File: src/hdl/day_offset_to_calendar_date_unit_assert.svh
// Assertion macros for the day offset to calendar date unit
`ifndef DAY_OFFSET_TO_CALENDAR_DATE_UNIT_ASSERT_SVH
`define DAY_OFFSET_TO_CALENDAR_DATE_UNIT_ASSERT_SVH

// Same-cycle implication, clocked on clk, off during reset
`define DOCD_ASSERT_IMPL(lbl, ante, cons, msg) \
  lbl: assert property (@(posedge clk) disable iff (!rst_n) (ante) |-> (cons)) \
    else $error(msg);

// Next-cycle implication, clocked on clk, off during reset
`define DOCD_ASSERT_NEXT(lbl, ante, cons, msg) \
  lbl: assert property (@(posedge clk) disable iff (!rst_n) (ante) |=> (cons)) \
    else $error(msg);

`endif

File: src/hdl/docd_pkg.sv
// Shared constants, types and calendar functions for the date unit
package docd_pkg;

  localparam int OFFSET_BITS_DEF = 16;
  localparam int YEAR_W          = 14;
  localparam int MONTH_W         = 4;
  localparam int DAY_W           = 5;
  localparam int CFG_IDX_W       = 2;
  localparam int CFG_DATA_W      = 14;
  localparam int Y400_W          = 9;
  // 146097 fits in 18 bits
  localparam int CYCLE_W         = 18;

  localparam logic [CYCLE_W-1:0] DAYS_PER_CYCLE  = 18'd146097;
  localparam logic [Y400_W-1:0]  YEARS_PER_CYCLE = 9'd400;
  localparam logic [Y400_W-1:0]  YEAR_MOD_LAST   = 9'd399;

  localparam logic [MONTH_W-1:0] MONTH_JAN = 4'd1;
  localparam logic [MONTH_W-1:0] MONTH_FEB = 4'd2;
  localparam logic [MONTH_W-1:0] MONTH_DEC = 4'd12;

  localparam logic [DAY_W-1:0] DAY_FIRST = 5'd1;
  localparam logic [DAY_W-1:0] DAY_LEAP_FEB = 5'd29;

  // Register indexes on the config port
  localparam logic [CFG_IDX_W-1:0] REG_EPOCH_YEAR  = 2'd0;
  localparam logic [CFG_IDX_W-1:0] REG_EPOCH_MONTH = 2'd1;
  localparam logic [CFG_IDX_W-1:0] REG_EPOCH_DAY   = 2'd2;

  localparam logic [YEAR_W-1:0]  EPOCH_YEAR_RST  = 14'd2025;
  localparam logic [MONTH_W-1:0] EPOCH_MONTH_RST = 4'd1;
  localparam logic [DAY_W-1:0]   EPOCH_DAY_RST   = 5'd1;

  // Leap rule on year mod 400
  function automatic logic is_leap(input logic [Y400_W-1:0] ymod);
    return (ymod[1:0] == 2'b00) && (ymod != 9'd100) && (ymod != 9'd200) &&
           (ymod != 9'd300);
  endfunction

  // Month length table, February widened in leap years
  function automatic logic [DAY_W-1:0] days_in(input logic [MONTH_W-1:0] m,
                                               input logic leap);
    logic [DAY_W-1:0] len;
    case (m)
      4'd2:    len = leap ? DAY_LEAP_FEB : 5'd28;
      4'd4:    len = 5'd30;
      4'd6:    len = 5'd30;
      4'd9:    len = 5'd30;
      4'd11:   len = 5'd30;
      default: len = 5'd31;
    endcase
    return len;
  endfunction

endpackage

File: src/hdl/day_offset_to_calendar_date_unit.sv
// Top level: day offset to Gregorian date, one shared subtractor under a sequencer
// Steps per item: reduce the base year mod 400, clamp the base day, skip whole 400-year cycles,
// walk month by month, hand off to the output register; a 16-bit offset walks at most about
// 2160 months. One item at a time: in_ready is high only while idle; a finished result waits
// in an output register while the next item runs. Synchronous reset idles the sequencer,
// clears out_valid, base date 2025-01-01.
module day_offset_to_calendar_date_unit #(
  parameter int OFFSET_BITS = docd_pkg::OFFSET_BITS_DEF
) (
  input  logic                             clk,
  input  logic                             rst_n,
  input  logic                             in_valid,
  output logic                             in_ready,
  input  logic [OFFSET_BITS-1:0]           in_day_offset,
  output logic                             out_valid,
  input  logic                             out_ready,
  output logic [docd_pkg::YEAR_W-1:0]      out_year,
  output logic [docd_pkg::MONTH_W-1:0]     out_month,
  output logic [docd_pkg::DAY_W-1:0]       out_day,
  input  logic                             cfg_we,
  input  logic [docd_pkg::CFG_IDX_W-1:0]   cfg_index,
  input  logic [docd_pkg::CFG_DATA_W-1:0]  cfg_wdata
);

  import docd_pkg::*;

  `include "day_offset_to_calendar_date_unit_assert.svh"

  // Unit width: wide enough for the offset and for the 400-year day count
  localparam int UW = (OFFSET_BITS > CYCLE_W) ? OFFSET_BITS : CYCLE_W;

  // Sequencer states
  //   IDLE  : wait for a transfer, load base date
  //   MOD   : reduce base year mod 400 (repeated subtract)
  //   CLAMP : clip base day to its month length
  //   CYC   : skip whole 400-year cycles
  //   WALK  : one month per cycle
  //   FIN   : hand result to the output register
  typedef enum logic [5:0] {
    ST_IDLE  = 6'b000001,
    ST_MOD   = 6'b000010,
    ST_CLAMP = 6'b000100,
    ST_CYC   = 6'b001000,
    ST_WALK  = 6'b010000,
    ST_FIN   = 6'b100000
  } state_t;

  state_t state_r, state_nxt;

  // Config registers
  logic [YEAR_W-1:0]  epoch_year_r,  epoch_year_nxt;
  logic [MONTH_W-1:0] epoch_month_r, epoch_month_nxt;
  logic [DAY_W-1:0]   epoch_day_r,   epoch_day_nxt;

  // Working registers
  logic [OFFSET_BITS-1:0] rem_r,   rem_nxt;
  logic [YEAR_W-1:0]      year_r,  year_nxt;    // wraps at 14 bits like the output
  logic [YEAR_W-1:0]      y400_r,  y400_nxt;    // year mod 400 once reduced
  logic [MONTH_W-1:0]     month_r, month_nxt;
  logic [DAY_W-1:0]       day_r,   day_nxt;

  // Output register
  logic               out_valid_r, out_valid_nxt;
  logic [YEAR_W-1:0]  out_year_r,  out_year_nxt;
  logic [MONTH_W-1:0] out_month_r, out_month_nxt;
  logic [DAY_W-1:0]   out_day_r,   out_day_nxt;

  // Shared unit
  logic [UW-1:0] op_a, op_b, sub_diff;
  logic          sub_borrow;

  logic             leap;
  logic [DAY_W-1:0] dim;
  logic [DAY_W:0]   left;

  docd_sub #(
    .W (UW)
  ) u_sub (
    .a      (op_a),
    .b      (op_b),
    .diff   (sub_diff),
    .borrow (sub_borrow)
  );

  // Month length from the current month and year mod 400
  assign leap = is_leap(y400_r[Y400_W-1:0]);
  assign dim  = days_in(month_r, leap);
  // Days left in the month including today; day_r never exceeds dim here
  assign left = {1'b0, dim} - {1'b0, day_r} + (DAY_W+1)'(1);

  // Operand select for the shared subtractor
  always_comb begin
    op_a = '0;
    op_b = '0;
    unique case (state_r)
      ST_MOD: begin
        op_a = UW'(y400_r);
        op_b = UW'(YEARS_PER_CYCLE);
      end
      ST_CYC: begin
        op_a = UW'(rem_r);
        op_b = UW'(DAYS_PER_CYCLE);
      end
      ST_WALK: begin
        op_a = UW'(rem_r);
        op_b = UW'(left);
      end
      default: begin
        op_a = '0;
        op_b = '0;
      end
    endcase
  end

  always_comb begin
    state_nxt       = state_r;
    epoch_year_nxt  = epoch_year_r;
    epoch_month_nxt = epoch_month_r;
    epoch_day_nxt   = epoch_day_r;
    rem_nxt         = rem_r;
    year_nxt        = year_r;
    y400_nxt        = y400_r;
    month_nxt       = month_r;
    day_nxt         = day_r;
    out_valid_nxt   = out_valid_r && !out_ready;
    out_year_nxt    = out_year_r;
    out_month_nxt   = out_month_r;
    out_day_nxt     = out_day_r;

    // Writes to an unlisted index fall through untouched
    if (cfg_we) begin
      if (cfg_index == REG_EPOCH_YEAR) begin
        epoch_year_nxt = cfg_wdata[YEAR_W-1:0];
      end else if (cfg_index == REG_EPOCH_MONTH) begin
        epoch_month_nxt = cfg_wdata[MONTH_W-1:0];
      end else if (cfg_index == REG_EPOCH_DAY) begin
        epoch_day_nxt = cfg_wdata[DAY_W-1:0];
      end
    end

    unique case (state_r)
      ST_IDLE: begin
        if (in_valid) begin
          rem_nxt  = in_day_offset;
          year_nxt = epoch_year_r;
          y400_nxt = epoch_year_r;
          // Out-of-range base month clipped into January..December
          if (epoch_month_r == '0) begin
            month_nxt = MONTH_JAN;
          end else if (epoch_month_r > MONTH_DEC) begin
            month_nxt = MONTH_DEC;
          end else begin
            month_nxt = epoch_month_r;
          end
          day_nxt   = (epoch_day_r == '0) ? DAY_FIRST : epoch_day_r;
          state_nxt = ST_MOD;
        end
      end
      ST_MOD: begin
        if (!sub_borrow) begin
          y400_nxt = sub_diff[YEAR_W-1:0];
        end else begin
          state_nxt = ST_CLAMP;
        end
      end
      ST_CLAMP: begin
        if (day_r > dim) begin
          day_nxt = dim;
        end
        state_nxt = ST_CYC;
      end
      ST_CYC: begin
        // Whole 400-year cycles leave year mod 400 unchanged
        if (!sub_borrow) begin
          rem_nxt  = sub_diff[OFFSET_BITS-1:0];
          year_nxt = year_r + YEAR_W'(YEARS_PER_CYCLE);
        end else begin
          state_nxt = ST_WALK;
        end
      end
      ST_WALK: begin
        if (rem_r == '0) begin
          state_nxt = ST_FIN;
        end else if (sub_borrow) begin
          // Remainder fits inside this month; it is below left, so five bits do
          day_nxt   = day_r + rem_r[DAY_W-1:0];
          rem_nxt   = '0;
          state_nxt = ST_FIN;
        end else begin
          rem_nxt = sub_diff[OFFSET_BITS-1:0];
          day_nxt = DAY_FIRST;
          if (month_r == MONTH_DEC) begin
            month_nxt = MONTH_JAN;
            year_nxt  = year_r + YEAR_W'(1);
            y400_nxt  = (y400_r[Y400_W-1:0] == YEAR_MOD_LAST) ? '0 :
                        y400_r + YEAR_W'(1);
          end else begin
            month_nxt = month_r + MONTH_W'(1);
          end
        end
      end
      ST_FIN: begin
        // Wait for the output register to free up
        if (!out_valid_r || out_ready) begin
          out_valid_nxt = 1'b1;
          out_year_nxt  = year_r;
          out_month_nxt = month_r;
          out_day_nxt   = day_r;
          state_nxt     = ST_IDLE;
        end
      end
      default: begin
        state_nxt = ST_IDLE;
      end
    endcase
  end

  always_ff @(posedge clk) begin
    if (!rst_n) begin
      state_r       <= ST_IDLE;
      out_valid_r   <= 1'b0;
      epoch_year_r  <= EPOCH_YEAR_RST;
      epoch_month_r <= EPOCH_MONTH_RST;
      epoch_day_r   <= EPOCH_DAY_RST;
    end else begin
      state_r       <= state_nxt;
      out_valid_r   <= out_valid_nxt;
      epoch_year_r  <= epoch_year_nxt;
      epoch_month_r <= epoch_month_nxt;
      epoch_day_r   <= epoch_day_nxt;
    end
  end

  // Datapath, no reset needed
  always_ff @(posedge clk) begin
    rem_r       <= rem_nxt;
    year_r      <= year_nxt;
    y400_r      <= y400_nxt;
    month_r     <= month_nxt;
    day_r       <= day_nxt;
    out_year_r  <= out_year_nxt;
    out_month_r <= out_month_nxt;
    out_day_r   <= out_day_nxt;
  end

  assign in_ready  = (state_r == ST_IDLE);
  assign out_valid = out_valid_r;
  assign out_year  = out_year_r;
  assign out_month = out_month_r;
  assign out_day   = out_day_r;

  // A transfer always starts the year reduction
  `DOCD_ASSERT_NEXT(a_accept_starts, in_valid && in_ready, state_r == ST_MOD, "accept did not start")
  // Year mod 400 is fully reduced before the walk uses it
  `DOCD_ASSERT_IMPL(a_y400_reduced, state_r == ST_WALK, y400_r < YEAR_W'(YEARS_PER_CYCLE), "y400 out of range")
  // The walk never holds a day past the end of its month
  `DOCD_ASSERT_IMPL(a_day_in_month, state_r == ST_WALK, day_r <= dim && day_r != '0, "day outside month")
  // Delivered month is always a real month
  `DOCD_ASSERT_IMPL(a_out_month, out_valid, out_month != '0 && out_month <= MONTH_DEC, "bad out month")

endmodule

File: src/hdl/docd_sub.sv
// Shared subtract/compare unit used by the year reduction, cycle skip and month walk steps of the date sequencer
module docd_sub #(
  parameter int W = 18
) (
  input  logic [W-1:0] a,
  input  logic [W-1:0] b,
  output logic [W-1:0] diff,
  output logic         borrow
);

  assign {borrow, diff} = {1'b0, a} - {1'b0, b};

endmodule

File: config.mk
export PLATFORM = sky130hd
export DESIGN_NAME = day_offset_to_calendar_date_unit
export DESIGN_NICKNAME = d
export VERILOG_FILES = /design/src/hdl/docd_pkg.sv /design/src/hdl/day_offset_to_calendar_date_unit.sv /design/src/hdl/docd_sub.sv
export VERILOG_INCLUDE_DIRS = /design/src /design/src/hdl
export SDC_FILE = /design/constraint.sdc
export NUM_CORES = 1
export LEC_CHECK = 0
export ABC_AREA = 1
export ABC_CLOCK_PERIOD_IN_PS = 11650
export BUFFER_PORTS_ARGS = -buffer_cell sky130_fd_sc_hd__buf_2
export CAP_MARGIN = 20
export CORE_AREA = 2 2 130 132
export CTS_CLUSTER_DIAMETER = 30
export DETAILED_ROUTE_END_ITERATION = 16
export DIE_AREA = 0 0 132 134
export MAX_ROUTING_LAYER = met4
export PLACE_DENSITY_LB_ADDON = 0.3
export SYNTH_ARGS = -nofsm -noshare
export SYNTH_HDL_FRONTEND = slang
export SYNTH_SLANG_ARGS = --single-unit
File: constraint.sdc
create_clock -name clk -period 11.65 [get_ports clk]
set_clock_uncertainty 0.05 [all_clocks]
set_input_delay 0.5825 -clock clk [delete_from_list [all_inputs] [get_ports clk]]
set_output_delay 0.5825 -clock clk [all_outputs]
set_load 0.05 [all_outputs]
==> flow_summary_export.csv, run 1 <==
group,metric,value,unit
route,dr.pass1.iters,4,
setup_path,r2r_cells,30,
setup_path,worst_path_max_delay_cell,"nor3_2",
pwr,power_density,216,nW/um^2
clock_tree,clk_path_buf_depth,2,
global_routing,track_usage,19.5,%
sta,drv_slew,0,
clock_tree,h-tree-depth,3,
global_routing,antenna_found_initial,0,
floorplan,die_w,132,um
placement,port_buffers,61,
synth,netlist_top_cells_area,"edfxtp_1 (35%), dfxtp_1 (9.3%), nand2_1 (9.3%)",
route,avgViaCountPerCell,5.22,
global_routing,grt_max_degree,28,
setup_path,cp.arrival,5.24,ns
layout,n_antenna_cell,0,
sta,max_slew.worst_pin.slew,1.01,ns
clock_tree,cts_tree,"yes",
setup_path,crit_type,"flip-flop to flip-flop",
setup_path,rrSetupSlack,6.43,ns
sta,hold_viol_final,0,
synth,synth.distinct_cells,47,
pwr,ir_drop,0.0947,mV
placement,dp_hpwl,12400,um
clock_tree,numCtsBuffers,9,
clock_tree,postCtsResizedCells,0,
synth,synth_cells,757,
route,wl_per_cell,15.7,um
global_routing,grt_pass1_wl,26300,um
sta,period_needed,5.22,ns
route,vias,5439,
pwr,power.total,0.00157,W
synth,yosysWarnings,0,
min_path,hold_class,"primary input to flip-flop",
floorplan,io_pins,62,
sta,grt_setup_unrepaired,"no",
layout,final_cell_mix,"nand2_1 (160), inv_1 (95), edfxtp_1 (76), buf_2 (61), o21ai_0 (55)",
layout,mostFrequentLayoutCell,"nand2_1",
layout,final_cell_area,7280,sq um
clock_tree,insertion_delay,0.36,ns
setup_path,worstPathRequired,11.67,ns
status,outcome,"completed",
setup_path,critPathMaxStageDelay,0.55,ns
clock_tree,cts_setup_buffers,0,
sta,min_period_over_period,44.8,%
setup_path,critPathLaunch,"month_r[1]$_DFFE_PP_",
clock_tree,root_buffer,"clkbuf_16",
floorplan,start_util,39.5,%
floorplan,die_y,134,um
layout,nets,892,
layout,area_delta_synth_final,13.2,%
synth,syn_area_per_cell,8.50,sq um
setup_path,reg2reg_to,"y400_r[13]$_DFFE_PP_",
layout,drive_gt1_share,15.7,%
pwr,p_leak,3.19,nW
route,first_iter_violations,450,
clock_tree,postCtsHoldBufs,0,
setup_path,critPathMostFrequentCell,"nand2_1",
global_routing,grt_overflow,0,
setup_path,r2r_start,"month_r[1]$_DFFE_PP_",
synth,yosysTopAreaCell,"edfxtp_1",
sta,fmax,0.192,GHz
min_path,min_from,"cfg_wdata[8]",
synth,synth_edf_count,76,
synth,synth_flop_cell,"edfxtp_1",
route,drc,0,
sta,slew_headroom,32.1,%
route,postRouteAntennaNets,0,
setup_path,crit_fanout,8,
flow_run,cap_violations,0,
placement,place_area,7000,sq um
setup_path,critPathCaptureType,"flip-flop",
sta,tns,0,ns
synth,yosysTopAreaCellShare,35.5,%
floorplan,fp-row-count,47,
synth,synthArstFlopShare,0,%
route,routed_wirelength,16300,um
floorplan,dieArea,17700,sq um
placement,gp_congestion,0.887,
setup_path,cp-start-kind,"flip-flop",
floorplan,core_area,16300,sq um
setup_path,setup.worst_path.end,"y400_r[13]$_DFFE_PP_",
layout,num-fill-cells,1648,
clock_tree,clk_pin_slew,0.07,ns
synth,synth.cell_area,6430,sq um
synth,yosysSeqAreaShare,44.8,%
clock_tree,cts.sinks,106,
sta,setup_viol,0,
synth,synth_nets,831,
global_routing,grt_pass1_vias,5202,
synth,synth_seq_cells,106,
==> worst max-delay path: cells and delay by family, from the launching register on <==
family,cells,cell delay [ns]
buffers and inverters,4,0.53
DFF,1,0.48
adders and majority gates,5,1.32
and+or+nand+nor,15,1.76
AOI/OAI and AO/OA,5,0.68
xor gates and xnor gates,1,0.08
==> layout make-up <==
cell class	count	area (sq um)	area share [%]
flip-flops and latches	106	2880	39.6
inverters	103	392	5.38
multi-input cells	532	3100	42.6
clock inverters	5	56.3	0.773
repair buffers	66	347	4.76
clock buffers	10	229	3.14
well taps	220	275	3.78
==> synth_stat cells, types with 2 or more instances <==
library cell,n
o31ai_1,2
edfxtp_1,76
fa_1,3
nor3b_1,2
nand2_4,4
a21oi_1,38
or2_2,5
o221ai_1,13
o21ai_0,55
nand2_2,9
inv_2,6
nand2_1,160
o211ai_1,12
ha_1,34
xnor2_1,9
a31oi_1,4
buf_1,2
inv_1,95
o22ai_1,3
clkbuf_1,11
a22o_1,3
nor2_1,54
nand4_1,7
o311ai_0,3
nand3_1,48
o21ai_2,10
a22oi_1,3
dfxtp_1,30
nor2_4,3
nand3_4,3
nor4_1,5
nor2_2,4
xor2_1,12
nor3_1,16
==> sequential cells by signal, summed over array words and instances, names as in the netlist <==
signal         count
out_month          4
epoch_year_r      14
rem_r             16
out_year          14
out_valid          1
epoch_day_r        5
epoch_month_r      4
year_r            14
y400_r            14
month_r            4
day_r              5
out_day            5
state_r            6
==> logic make-up after synthesis <==
kind of cell | Yosys count | share of synthesized area, %
xor gates and xnor gates | 21 | 2.86
adders and majority gates | 37 | 7.54
and+or+nand+nor | 322 | 22.9
buffers and inverters | 119 | 7.21
DFF | 106 | 44.8
AOI/OAI and AO/OA | 152 | 14.7
==> power breakdown <==
part / internal [W] / switching, W
logic: 0.000220 / 0.000435
clock network: 0.000166 / 0.000139
registers: 0.000530 / 0.0000853
total: 0.000915 / 0.000659
==> routing by layer <==
metal | wire length (um) | track usage (%)
met3 | 820 | 3.78
met1 | 7590 | 25.0
met4 | 318 | 6.82
met5 | 0 | -
met2 | 7610 | 30.9
==> stage by stage <==
stage	std cells	util, %	setup WS (ns)	hold slack (ns)
after CTS	1042	44.7	6.43	0.374
final	1042	44.7	6.43	0.383
after global placement	1026	42.9	6.38	0.403
after global routing	1042	44.7	5.85	0.399
after floorplan	757	-	6.59	0.374
after detailed placement	1027	43.0	6.49	0.402
==> worst min path at each step <==
stage / cells after the start / endpoint
floorplan: 0 / out_year[8]$_DFFE_PP_
global placement: 0 / out_year[3]$_DFFE_PP_
detailed placement: 0 / out_year[3]$_DFFE_PP_
CTS: 3 / epoch_year_r[8]$_SDFFE_PN1P_
global route: 3 / epoch_year_r[10]$_SDFFE_PN1P_
finish: 3 / epoch_year_r[8]$_SDFFE_PN1P_
Power figures use the tool's default switching activity.
==> run 2: changes to the inputs <==
--- a/config.mk
+++ b/config.mk
@@ -7,7 +7,7 @@
 export NUM_CORES = 1
 export LEC_CHECK = 0
 export ABC_AREA = 1
-export ABC_CLOCK_PERIOD_IN_PS = 11650
+export ABC_CLOCK_PERIOD_IN_PS = 5100
 export BUFFER_PORTS_ARGS = -buffer_cell sky130_fd_sc_hd__buf_2
 export CAP_MARGIN = 20
 export CORE_AREA = 2 2 130 132
==> constraint.sdc (replaced) <==
create_clock -name clk -period 5.1 [get_ports clk]
set_clock_uncertainty 0.05 [all_clocks]
set_input_delay 0.255 -clock clk [delete_from_list [all_inputs] [get_ports clk]]
set_output_delay 0.255 -clock clk [all_outputs]
set_load 0.05 [all_outputs]
==> run 2 against run 1 <==
Net effect: sequential power up 130%; non-clock buffer count grew 4; critical endpoint is now year_r[10]$_DFFE_PP_; global-route usage grew 0.55 points; utilization grew 0.37 points; worst hold slack lost 0.33 ns; critical path depth rose by 2; maximum frequency increased by 12%; combinational power grew 130%; count of clock-buffer cells in the layout grew 3; die area did not move; highest routed layer unchanged; flip-flop and latch count unchanged.
==> flow_summary_export.csv, run 2 (synthesis gave the netlist of run 1 again) <==
group,metric,value,unit
status,outcome,"completed",
pwr,ir_drop,0.207,mV
placement,dp_cells,1029,
route,postRouteAntennaNets,0,
layout,num-fill-cells,1565,
floorplan,io_pins,62,
global_routing,antenna_found_initial,0,
global_routing,grt_overflow,0,
clock_tree,clk_pin_slew,0.07,ns
setup_path,critPathMostFrequentCell,"nand2_1",
clock_tree,clk_path_buf_depth,2,
clock_tree,h-tree-depth,3,
setup_path,r2r_start,"month_r[0]$_DFFE_PP_",
setup_path,cp.arrival,4.69,ns
min_path,min_from,"cfg_wdata[10]",
min_path,hold_class,"primary input to flip-flop",
layout,n_antenna_cell,0,
setup_path,rrSetupSlack,0.43,ns
global_routing,track_usage,20.0,%
pwr,power_density,490,nW/um^2
route,avgViaCountPerCell,5.22,
global_routing,grt_pass1_wl,27000,um
setup_path,reg2reg_to,"year_r[10]$_DFFE_PP_",
placement,dp_hpwl,12600,um
sta,max_slew.worst_pin.slew,0.971,ns
floorplan,start_util,39.5,%
clock_tree,insertion_delay,0.36,ns
floorplan,fp-row-count,47,
sta,fmax,0.214,GHz
placement,pre_cts_ws,0.155,ns
setup_path,crit_type,"flip-flop to flip-flop",
global_routing,grt_pass1_vias,5297,
route,drc,0,
global_routing,grt_max_degree,28,
floorplan,die_y,134,um
placement,port_buffers,61,
flow_run,cap_violations,0,
sta,timing.final.ws_setup,0.430,ns
route,first_iter_violations,413,
layout,regMostFlops,"rem_r",
setup_path,r2r_cells,32,
sta,slew_headroom,34.6,%
route,routed_wirelength,16700,um
min_path,holdPathEnd,"epoch_year_r[10]$_SDFFE_PN1P_",
sta,setup_viol,0,
sta,drv_slew,0,
clock_tree,numCtsBuffers,9,
sta,period_needed,4.67,ns
layout,mostFrequentLayoutCell,"nand2_1",
sta,min_period_over_period,91.6,%
layout,final_util,45.1,%
setup_path,worst_path_max_delay_cell,"edfxtp_1",
sta,tns,0,ns
setup_path,worstPathRequired,5.12,ns
layout,drive_gt1_share,16.9,%
floorplan,die_w,132,um
layout,largest_reg_flops,16,
setup_path,cp-start-kind,"flip-flop",
layout,nets,896,
sta,hold_viol_final,0,
floorplan,core_area,16300,sq um
floorplan,dieArea,17700,sq um
clock_tree,root_buffer,"clkbuf_16",
clock_tree,cts.sinks,106,
route,vias,5464,
setup_path,crit_fanout,5,
setup_path,critPathCaptureType,"flip-flop",
layout,layout.cells.non_filler,1047,
placement,gp_congestion,0.856,
route,dr.pass1.iters,5,
route,wl_per_cell,15.9,um
layout,area_delta_synth_final,14.1,%
min_path,whs_path_depth,3,
clock_tree,cts_tree,"yes",
layout,final_cell_mix,"nand2_1 (159), inv_1 (94), edfxtp_1 (76), buf_2 (61), o21ai_0 (55)",
pwr,p_leak,3.20,nW
setup_path,critPathMaxStageDelay,0.46,ns
## run 2: cell types whose count changed in the layout (fill, tap and decap cells not counted), sizes merged
cell,change
clkinv,-2
clkbuf,+3
buf,+4
bufinv,-1
clkinvlp,+1
## run 2: worst max path at each step
| stage | depth (start not counted) | end | from |
|---|---|---|---|
| 5_1_grt | 33 | year_r[6]$_DFFE_PP_ | y400_r[4]$_DFFE_PP_ |
| 3_3_place_gp | 30 | year_r[1]$_DFFE_PP_ | y400_r[5]$_DFFE_PP_ |
| 6_report | 32 | year_r[10]$_DFFE_PP_ | month_r[0]$_DFFE_PP_ |
| 4_1_cts | 30 | year_r[1]$_DFFE_PP_ | y400_r[5]$_DFFE_PP_ |
| 2_1_floorplan | 29 | y400_r[0]$_DFFE_PP_ | month_r[0]$_DFFE_PP_ |
| 3_5_place_dp | 30 | year_r[1]$_DFFE_PP_ | y400_r[5]$_DFFE_PP_ |
## run 2: critical path: cells and delay by family (launching register included)
kind                     cells  cell delay, ns
adder cells (fa/ha/maj)      5            1.26
AND/OR/NAND/NOR             16            1.24
AO/OA/AOI/OAI                5            0.67
buffers and inverters        5            0.60
flip-flops                   1            0.46
XOR/XNOR                     1            0.09
## run 2: timing repair
item / CTS / global route
buffers inserted: 0 / 1
endpoints found under the setup margin: 0 / 30
resized for setup: 0 / 15
hold endpoints to repair: 0 / 0
hold buffers: 0 / 0
## run 2: per-stage QoR
stage	hold slack, ns	total power [W]	instance area, sq um
3_5_place_dp	0.416	0.00288	7010
6_report	0.0576	0.00360	7340
4_1_cts	0.0490	0.00355	7270
2_1_floorplan	0.331	0.00246	6430
3_3_place_gp	0.406	0.00287	7010
5_1_grt	0.0652	0.00388	7340
## run 2: per-layer routing
metal	wire [um]	GRT usage, %	vias to the layer above	share of wire [%]
li1	-	-	2725	-
met1	7860	26.5	2557	47
met2	7740	32.1	160	46
met3	758	2.76	22	4.5
met4	303	6.28	0	1.8
met5	0	-	-	0
## run 2: area by class of cell
cell class	instances	area [sq um]	share of cell area (%)
clock buffer	13	240	3.27
clock inverter	3	25.0	0.341
inverter	103	392	5.33
multi-input combinational	532	3150	42.9
sequential	106	2880	39.3
tap	220	275	3.75
timing repair buffer	70	377	5.13
## run 2: power by group
group | internal (W) | total, W | switching [W]
clock network | 0.000336 | 0.000660 | 0.000324
registers | 0.00121 | 0.00140 | 0.000196
logic | 0.000522 | 0.00153 | 0.00101
==> run 3: changes to the inputs <==
--- a/config.mk
+++ b/config.mk
@@ -10,6 +10,8 @@
 export ABC_CLOCK_PERIOD_IN_PS = 5100
 export BUFFER_PORTS_ARGS = -buffer_cell sky130_fd_sc_hd__buf_2
 export CAP_MARGIN = 20
+export CELL_PAD_IN_SITES_DETAIL_PLACEMENT = 0
+export CELL_PAD_IN_SITES_GLOBAL_PLACEMENT = 1
 export CORE_AREA = 2 2 130 132
 export CTS_CLUSTER_DIAMETER = 30
 export DETAILED_ROUTE_END_ITERATION = 16
==> run 3 against run 2 <==
Net effect: sequential share of layout area shrank 0.29 points; power is 2.7% higher; worst setup slack got worse by 0.095 ns; design area rose by 0.75%; cell count hardly changed; flip-flop and latch count did not move; maximum frequency fell by 2.0%; critical path depth is 1 higher; worst hold slack worse by 0.0097 ns; largest cell class unchanged.
==> flow_summary_export.csv, run 3 (synthesis gave the netlist of run 1 again) <==
group,metric,value,unit
global_routing,track_usage,20.6,%
layout,area_delta_synth_final,15.0,%
route,vias,5445,
route,postRouteAntennaNets,0,
layout,mostFrequentLayoutCell,"nand2_1",
route,wl_per_cell,16.6,um
sta,fmax,0.210,GHz
setup_path,cp-start-kind,"flip-flop",
placement,gp_congestion,0.906,
setup_path,critPathCaptureType,"flip-flop",
sta,slew_headroom,23.9,%
min_path,hold_class,"primary input to flip-flop",
global_routing,gr-usage-met2,34.5,%
global_routing,grt.busiest_layer,"met2",
sta,period_needed,4.76,ns
sta,hold_viol_final,0,
global_routing,grt_pass1_vias,5349,
clock_tree,numCtsBuffers,9,
global_routing,grt_overflow,0,
sta,grt_setup_unrepaired,"no",
clock_tree,cts.sinks,106,
floorplan,die_w,132,um
pwr,ir_drop,0.256,mV
pwr,p_leak,3.23,nW
setup_path,critPathMostFrequentCell,"nand2_1",
global_routing,antenna_found_initial,0,
pwr,power_density,499,nW/um^2
layout,nets,897,
flow_run,cap_violations,0,
placement,pre_cts_ws,0.0781,ns
floorplan,io_pins,62,
sta,drv_slew,0,
clock_tree,clk_path_buf_depth,2,
sta,timing.final.ws_setup,0.335,ns
global_routing,grtUsageMet3,2.65,%
route,drc,0,
status,outcome,"completed",
clock_tree,clk_pin_slew,0.08,ns
floorplan,fp-row-count,47,
setup_path,cp.arrival,4.79,ns
clock_tree,insertion_delay,0.36,ns
setup_path,worst_path_max_delay_cell,"edfxtp_1",
sta,tns,0,ns
layout,layout.cells.non_filler,1048,
sta,min_period_over_period,93.4,%
setup_path,crit_fanout,7,
sta,setup_viol,0,
route,dr.pass1.iters,6,
setup_path,crit_type,"flip-flop to flip-flop",
clock_tree,postCtsHoldBufs,0,
floorplan,die_y,134,um
floorplan,dieArea,17700,sq um
layout,largest_reg_flops,16,
route,first_iter_violations,346,
layout,regMostFlops,"rem_r",
global_routing,grt_pass1_wl,27700,um
layout,n_antenna_cell,0,
floorplan,core_area,16300,sq um
layout,drive_gt1_share,17.5,%
placement,dp_hpwl,13100,um
setup_path,critPathMaxStageDelay,0.42,ns
clock_tree,root_buffer,"clkbuf_16",
layout,final_cell_mix,"nand2_1 (159), inv_1 (94), edfxtp_1 (76), buf_2 (61)",
setup_path,worstPathRequired,5.13,ns
global_routing,grt_use_met1,26.4,%
placement,dp_cells,1028,
floorplan,start_util,39.5,%
placement,port_buffers,61,
clock_tree,cts_tree,"yes",
sta,max_slew.worst_pin.slew,1.13,ns
route,avgViaCountPerCell,5.20,
route,routed_wirelength,17400,um
clock_tree,h-tree-depth,3,
global_routing,grt_max_degree,28,
## run 3: cell count changes in the layout (fill, tap and decap cells not counted), moves of 2 or more
cell	before	now
clkbuf_1	4	0
inv_8	0	2
o21ai_0	55	53
o21ai_1	0	2
## run 3: critical path, delay by kind of cell, from the launching register on
| kind | cells | cell delay [ns] |
|---|---|---|
| xor gates and xnor gates | 1 | 0.10 |
| buffers and inverters | 5 | 0.58 |
| and+or+nand+nor | 18 | 1.57 |
| adders and majority gates | 4 | 1.10 |
| AOI/OAI and AO/OA | 5 | 0.66 |
| DFF | 1 | 0.42 |
## run 3: metal layers
layer	vias to the layer above	wire, um
li1	2727	-
met1	2584	8100
met2	120	8450
met3	14	621
met4	0	197
met5	-	0
## run 3: cell type report
cell class	instances	area, sq um
clock buffer	10	250
clock inverter	6	57.6
fill	1652	8890
inverter	103	392
multi-input combinational	532	3150
sequential	106	2880
tap	220	275
timing repair buffer	71	388
## run 3: repair_timing
action                     in CTS  in global routing
setup endpoints to repair       0                 29
gates resized for setup         0                 23
setup buffers                   0                  2
## run 3: where the power goes
part	internal, W	total (W)	switching [W]
clock	0.000372	0.000725	0.000353
combinational	0.000536	0.00157	0.00103
sequential	0.00121	0.00140	0.000197
total	0.00212	0.00370	0.00158
## run 3: through the flow
step / hold slack [ns] / util, % / total power, W / instance area (sq um)
after floorplan: 0.331 / - / 0.00246 / 6430
after global placement: 0.403 / 43.0 / 0.00287 / 7000
after detailed placement: 0.399 / 43.0 / 0.00290 / 7000
after CTS: 0.0358 / 44.8 / 0.00364 / 7300
after global routing: 0.0642 / 45.4 / 0.00395 / 7400
final: 0.0479 / 45.4 / 0.00370 / 7400
## run 3: path summary, 6_finish.rpt
path	startpoint	endpoint	slack (ns)	depth (start not counted)
max	y400_r[5]$_DFFE_PP_	y400_r[6]$_DFFE_PP_	0.34	33
min	cfg_wdata[8]	epoch_year_r[8]$_SDFFE_PN1P_	0.05	3
min reg2reg	year_r[13]$_DFFE_PP_	out_year[13]$_DFFE_PP_	0.42	0
max reg2reg	y400_r[5]$_DFFE_PP_	y400_r[6]$_DFFE_PP_	0.34	33
